**src/hw/rtl/ilp_pkg.sv**
```systemverilog
// Shared types and constants for the integer literal parser.
package ilp_pkg;

  typedef struct packed {
    logic [7:0] character;
    logic       is_last;
  } ilp_in_t;

  typedef struct packed {
    logic signed [63:0] value;
    logic [4:0]         radix;
    logic [1:0]         size_code;
    logic               is_signed;
  } ilp_out_t;

  typedef struct packed {
    logic [1:0]  char_position;
    logic        first_is_zero;
    logic [4:0]  radix;
    logic [63:0] accumulator;
    logic        stopped;
    logic        saw_unsigned;
    logic [39:0] tail_chars;
  } ilp_state_t;

  localparam logic [4:0] RADIX_BIN = 5'd2;
  localparam logic [4:0] RADIX_TER = 5'd3;
  localparam logic [4:0] RADIX_OCT = 5'd8;
  localparam logic [4:0] RADIX_DEC = 5'd10;
  localparam logic [4:0] RADIX_HEX = 5'd16;
  localparam logic [4:0] RADIX_NONE = 5'd0;

  localparam logic [1:0] SIZE_INT8  = 2'd0;
  localparam logic [1:0] SIZE_INT16 = 2'd1;
  localparam logic [1:0] SIZE_INT32 = 2'd2;
  localparam logic [1:0] SIZE_INT64 = 2'd3;

  localparam logic [7:0] CHAR_ZERO     = 8'h30;
  localparam logic [7:0] CHAR_NINE     = 8'h39;
  localparam logic [7:0] CHAR_UC_A     = 8'h41;
  localparam logic [7:0] CHAR_UC_Z     = 8'h5A;
  localparam logic [7:0] CHAR_LC_A     = 8'h61;
  localparam logic [7:0] CHAR_LC_Z     = 8'h7A;
  localparam logic [7:0] CHAR_BACKTICK = 8'h60;
  localparam logic [7:0] CHAR_U        = 8'h75;

  localparam logic [31:0] SUF_INT8  = 32'h696E7438;
  localparam logic [39:0] SUF_INT16 = 40'h696E743136;
  localparam logic [39:0] SUF_INT32 = 40'h696E743332;
  localparam logic [39:0] SUF_INT64 = 40'h696E743634;

  localparam ilp_state_t ILP_STATE_RST = '{
    char_position: 2'd0,
    first_is_zero: 1'b0,
    radix:         RADIX_DEC,
    accumulator:   64'd0,
    stopped:       1'b0,
    saw_unsigned:  1'b0,
    tail_chars:    40'd0
  };

endpackage

```
**src/hw/rtl/ilp_step.sv**
```systemverilog
// One character of parsing: next parser state and the result for a final character.
module ilp_step import ilp_pkg::*; (
  input  ilp_state_t state,
  input  ilp_in_t    item,
  output ilp_state_t state_nxt,
  output ilp_out_t   result
);

  logic [7:0]  ch;
  logic [4:0]  pfx_radix;
  logic        stop_char;
  logic [5:0]  digit;
  logic [63:0] scaled;
  logic [39:0] tail;
  ilp_state_t  upd;

  assign ch = item.character;

  always_comb begin
    case (ch)
      "b", "B":           pfx_radix = RADIX_BIN;
      "t", "T":           pfx_radix = RADIX_TER;
      "o", "O", "c", "C": pfx_radix = RADIX_OCT;
      "d", "D":           pfx_radix = RADIX_DEC;
      "h", "H", "x", "X": pfx_radix = RADIX_HEX;
      default:            pfx_radix = RADIX_NONE;
    endcase
  end

  assign stop_char = (ch == "s") || (ch == "u") || (ch == "i") || (ch == "n") || (ch == "t");

  always_comb begin
    if (ch >= CHAR_ZERO && ch <= CHAR_NINE) begin
      digit = 6'(ch - CHAR_ZERO);
    end else if (ch >= CHAR_LC_A && ch <= CHAR_LC_Z) begin
      digit = 6'(ch - CHAR_LC_A + 8'd10);
    end else if (ch >= CHAR_UC_A && ch <= CHAR_UC_Z) begin
      digit = 6'(ch - CHAR_UC_A + 8'd10);
    end else begin
      digit = 6'd0;
    end
  end

  // Radix is one of a few constants: scale by shifts and at most one add.
  always_comb begin
    case (state.radix)
      RADIX_BIN: scaled = state.accumulator << 1;
      RADIX_TER: scaled = (state.accumulator << 1) + state.accumulator;
      RADIX_OCT: scaled = state.accumulator << 3;
      RADIX_HEX: scaled = state.accumulator << 4;
      default:   scaled = (state.accumulator << 3) + (state.accumulator << 1);
    endcase
  end

  assign tail = {state.tail_chars[31:0], ch};

  always_comb begin
    upd = state;
    upd.tail_chars = tail;
    if (ch == CHAR_U) begin
      upd.saw_unsigned = 1'b1;
    end
    if (state.char_position == 2'd1 && state.first_is_zero && pfx_radix != RADIX_NONE) begin
      upd.radix       = pfx_radix;
      upd.accumulator = 64'd0;
    end else if (!state.stopped && ch != CHAR_BACKTICK) begin
      if (stop_char) begin
        upd.stopped = 1'b1;
      end else begin
        upd.accumulator = scaled + {58'd0, digit};
      end
    end
    if (state.char_position == 2'd0) begin
      upd.first_is_zero = (ch == CHAR_ZERO);
    end
    if (state.char_position != 2'd2) begin
      upd.char_position = state.char_position + 2'd1;
    end
  end

  always_comb begin
    result.value     = upd.accumulator;
    result.radix     = upd.radix;
    result.is_signed = !upd.saw_unsigned;
    if (tail[31:0] == SUF_INT8) begin
      result.size_code = SIZE_INT8;
    end else if (tail == SUF_INT16) begin
      result.size_code = SIZE_INT16;
    end else if (tail == SUF_INT32) begin
      result.size_code = SIZE_INT32;
    end else if (tail == SUF_INT64) begin
      result.size_code = SIZE_INT64;
    end else begin
      result.size_code = SIZE_INT32;
    end
  end

  // Return to the reset state once the literal ends.
  assign state_nxt = item.is_last ? ILP_STATE_RST : upd;

endmodule

```
**src/hw/rtl/integer_literal_parser_unit.sv**
```systemverilog
// Top level of the integer literal parser: input register, parse step, result register.
// The parse step is combinational, between the input and result registers.
// Throughput: one character per cycle unless a final one waits on an unread result.
// A final character waits in the input register only while an earlier result is unread.
// Reset (synchronous, rst_n low): clears both register valids and the parser state.
module integer_literal_parser_unit import ilp_pkg::*; (
  input  logic     clk,
  input  logic     rst_n,
  input  logic     in_valid,
  output logic     in_ready,
  input  ilp_in_t  in_data,
  output logic     out_valid,
  input  logic     out_ready,
  output ilp_out_t out_data
);

  // Input register: one character awaiting its parse step.
  ilp_in_t    hold_r;
  logic       hold_vld_r;
  logic       hold_vld_nxt;

  // Parser state carried between characters of one literal.
  ilp_state_t state_r;
  ilp_state_t state_nxt;

  // Result register.
  ilp_out_t   out_r;
  logic       out_vld_r;
  logic       out_vld_nxt;

  ilp_out_t   step_res;
  logic       advance;
  logic       in_xfer;

  ilp_step u_step (
    .state     (state_r),
    .item      (hold_r),
    .state_nxt (state_nxt),
    .result    (step_res)
  );

  // Advance the held character unless it would overwrite an unread result.
  // Non-final characters never touch the result register, so they always move.
  assign advance  = hold_vld_r && (!hold_r.is_last || !out_vld_r || out_ready);
  assign in_ready = !hold_vld_r || advance;
  assign in_xfer  = in_valid && in_ready;

  always_comb begin
    hold_vld_nxt = in_xfer ? 1'b1 : (advance ? 1'b0 : hold_vld_r);
    if (advance && hold_r.is_last) begin
      out_vld_nxt = 1'b1;
    end else if (out_ready) begin
      out_vld_nxt = 1'b0;
    end else begin
      out_vld_nxt = out_vld_r;
    end
  end

  always_ff @(posedge clk) begin
    if (!rst_n) begin
      hold_vld_r <= 1'b0;
      out_vld_r  <= 1'b0;
      state_r    <= ILP_STATE_RST;
    end else begin
      hold_vld_r <= hold_vld_nxt;
      out_vld_r  <= out_vld_nxt;
      if (advance) begin
        state_r <= state_nxt;
      end
    end
  end

  // Payload registers: load on transfer, hold otherwise.
  always_ff @(posedge clk) begin
    if (in_xfer) begin
      hold_r <= in_data;
    end
    if (advance && hold_r.is_last) begin
      out_r <= step_res;
    end
  end

  assign out_valid = out_vld_r;
  assign out_data  = out_r;

endmodule

```
**config.mk**
```make
export PLATFORM = sky130hd
export DESIGN_NAME = integer_literal_parser_unit
export DESIGN_NICKNAME = d
export VERILOG_FILES = /design/src/hw/rtl/ilp_pkg.sv /design/src/hw/rtl/ilp_step.sv /design/src/hw/rtl/integer_literal_parser_unit.sv
export SDC_FILE = /design/constraint.sdc
export NUM_CORES = 1
export LEC_CHECK = 0
export BUFFER_PORTS_ARGS = -buffer_cell sky130_fd_sc_hd__buf_2
export CAP_MARGIN = 0
export CORE_AREA = 2 2 218 220
export DETAILED_ROUTE_END_ITERATION = 8
export DIE_AREA = 0 0 220 222
export GPL_TIMING_DRIVEN = 0
export PLACE_DENSITY = 0.62
export RECOVER_POWER = 100
export SYNTH_ARGS = -nofsm -noshare
export SYNTH_HDL_FRONTEND = slang
export SYNTH_SLANG_ARGS = --single-unit
```
**constraint.sdc**
```tcl
create_clock -name clk -period 7.72 [get_ports clk]
set_input_delay 1.158 -clock clk [delete_from_list [all_inputs] [get_ports clk]]
set_output_delay 1.158 -clock clk [all_outputs]
set_load 0.005 [all_outputs]
```
==> results.sh <==
export IMPL_status="complete, but fails checks"
export IMPL_violations="design-rule violations, max-capacitance violations, max-slew violations"
export IMPL_fill_cells=4631
export IMPL_synth_seq_cells=189
export IMPL_final_common_cell="nand2_1"
export IMPL_grt_max_degree=74
export IMPL_vias=23000
export IMPL_grt_pass1_wl_um=131000
export IMPL_grtUsageTotal=0.351
export IMPL_place_gp_congestion=1.03
export IMPL_final_period_utilization=0.966
export IMPL_synth_area_leaders="edfxtp_1, dfxtp_1, ha_1, nand2_1, a21oi_1"
export IMPL_clkLatencyLatePin_ns=0.46
export IMPL_synth_nets=2867
export IMPL_viasPerCell=6.68
export IMPL_crit_fanout=19
export IMPL_htreeDepth=4
export IMPL_synth_area_sq_mm=0.0206
export IMPL_slew_viol_final=74
export IMPL_numCtsBuffers=17
export IMPL_cts_hold_buffers_added=0
export IMPL_layout_common_cells="nand2_1, a21oi_1, nor2_1, o21ai_0, clkbuf_1"
export IMPL_dieWidth_um=220
export IMPL_ys_flop_type="dfxtp_1"
export IMPL_clockBufferDepth=2
export IMPL_ant_nets=0
export IMPL_initial_core_util=0.446
export IMPL_r2r_slack_ns=0.26
export IMPL_async_flop_share=0
export IMPL_synth_edf_count=81
export IMPL_core_area_sq_mm=0.0463
export IMPL_cts_root_buf="clkbuf_16"
export IMPL_r2r_start="state_r[108]"
export IMPL_drtPass1Iterations=9
export IMPL_wire_per_inst_um=25.3
export IMPL_synthCells=2711
export IMPL_rsz0062_at_grt="false"
export IMPL_antenna_found_initial=1
export IMPL_multi_input_area_sq_mm=0.0151
export IMPL_clock_fmax_mhz=134
export IMPL_tightest_slew_ns=3.32
export IMPL_worst_slack_ns=0.263
export IMPL_dpl_instance_area_sq_mm=0.0218
export IMPL_start_kind="flop"
export IMPL_hold_viol=0
export IMPL_cellLeakagePower_nw=8.19
export IMPL_path_class="flop to flop"
export IMPL_whs_ns=0.461
export IMPL_drc=9
export IMPL_clock_skew_ns=0.0137
export IMPL_clk_pin_slew_ns=0.08
export IMPL_grt_pass1_vias=21400
export IMPL_antenna_cells=0
export IMPL_crit_start="state_r[108]"
export IMPL_nets=2971
export IMPL_ff2ff_path_depth=22
export IMPL_post_dp_hpwl_um=69700
export IMPL_peakVddDrop_v=0.000143
export IMPL_pin_count=87
export IMPL_die_area_sq_mm=0.0488
export IMPL_cp_arrival_ns=7.64
export IMPL_grt_overflow_total=0
export IMPL_num_rows=79
export IMPL_hp_class="flop to flop"
export IMPL_r2r_end="out_data[65]"
export IMPL_seqCellArea_sq_mm=0.00459
export IMPL_worst_endpoint_required_ns=7.90
export IMPL_critPathCapture="out_data[65]"
export IMPL_die_h_um=222
export IMPL_area_growth_pct=8.24
export IMPL_tritoncts="built"
export IMPL_portBuffers=86
export IMPL_synth_lib_cells_used_distinct=115
export IMPL_setup_violations=0
export IMPL_cts_sinks=189
export IMPL_avgSynthCellArea_sq_um=7.61
export IMPL_crit_path_end_kind="flop"
export IMPL_ys_warn_count=0
export IMPL_fin_area_sq_mm=0.0223
export IMPL_drt_total_wl_um=86900
export IMPL_place_ws_ns=-0.0701
export IMPL_maxCapViolCount=1
export IMPL_drive_above_1_share=0.0771
export IMPL_drtIter0Drc=2843
export IMPL_p_per_area_mw_per_mm2=93.2
export IMPL_slew_headroom=-1.23
export IMPL_synth_top_area_share=0.118
export IMPL_fin_crit_ns=7.46
export IMPL_ys_seq_area_frac=0.223
export IMPL_synth_top_area_cell="edfxtp_1"
[state kept, by name, indices dropped and copies added, names as in the netlist]
name	flops
hold_r	9
hold_vld_r	1
out_valid	1
state_r	106
out_data	72
[per-layer routing]
| metal | up-vias | routed length, um | GRT usage |
|---|---|---|---|
| met5 | - | 0 | 0 |
| met4 | 0 | 5630 | 0.203 |
| met3 | 253 | 6870 | 0.0391 |
| met2 | 1168 | 38300 | 0.547 |
| met1 | 11000 | 36200 | 0.468 |
| li1 | 10600 | - | - |
[what timing repair did]
action / CTS / global route
resized for setup: 1 / 3
endpoints found under the hold margin: 0 / 0
setup buffers: 0 / 0
endpoints found under the setup margin: 2 / 19
[Yosys cell counts, types with 51 or more instances]
master	number
nand2_1	335
a21oi_1	237
nor2_1	198
o21ai_0	191
ha_1	140
dfxtp_1	108
clkbuf_1	96
edfxtp_1	81
nand4_1	69
nor3_1	67
nand3_1	62
xnor2_1	62
buf_2	52
a21o_1	51
[worst min path at each step]
stage	from	end	slack, ns	depth (start not counted)
finish	state_r[28]	state_r[28]	0.46	2
global route	state_r[29]	state_r[29]	0.49	2
CTS	state_r[28]	state_r[28]	0.46	2
detailed placement	state_r[28]	state_r[28]	0.46	2
global placement	state_r[31]	state_r[31]	0.45	2
floorplan	state_r[28]	state_r[28]	0.44	2
[final cells by class]
| type | instances | area share |
|---|---|---|
| multi-input cells | 2300 | 0.675 |
| clock inverters | 13 | 0.00538 |
| plain buffers | 171 | 0.0338 |
| well taps | 607 | 0.0340 |
| inverters | 49 | 0.00829 |
| flip-flops and latches | 189 | 0.206 |
| clock buffers | 19 | 0.0203 |
| repair buffers | 87 | 0.0171 |
[metrics by stage]
step | util | instances | power (mW) | setup TNS (ns)
final | 0.483 | 3435 | 2.08 | 0
after global routing | 0.483 | 3435 | 2.14 | 0
after CTS | 0.485 | 3437 | 2.08 | 0
after detailed placement | 0.472 | 3405 | 1.23 | -0.0701
after global placement | 0.472 | 3404 | 1.23 | -0.0791
after floorplan | - | 2711 | 1.17 | 0
[where the power goes]
part | switching (mW) | leakage (nW) | internal, mW
registers | 0.0116 | 1.63 | 1.06
logic | 0.0952 | 6.28 | 0.0445
clock network | 0.430 | 0.283 | 0.443
[kinds of logic (layout without fill, tap and decap cells)]
kind of cell	count (synthesis)	after routing	synth area share
simple gates	1061	1061	0.266
compound gates	949	949	0.313
buf+inv	222	339	0.0459
flops	189	189	0.223
fa+ha+maj	143	143	0.0878
xor+xnor	111	111	0.0471
mux	36	36	0.0178
[worst max-delay path, stage by stage, from the launching register on]
cell,delay (ns)
dfxtp_1,0.31
buf_2,0.36
nor4b_4,0.18
nand2_1,0.25
buf_2,0.36
clkbuf_1,0.63
clkbuf_1,0.76
buf_2,0.66
o21ai_0,0.22
ha_1,0.37
a21o_1,0.15
a21o_1,0.12
a21o_1,0.14
a21oi_1,0.12
nor4_1,0.37
and2_1,0.17
clkbuf_2,0.19
nand3_1,0.24
or3_1,0.43
or4_4,0.49
nor4_2,0.18
xor2_1,0.29
a21oi_1,0.13
Power figures use the tool's default switching activity.
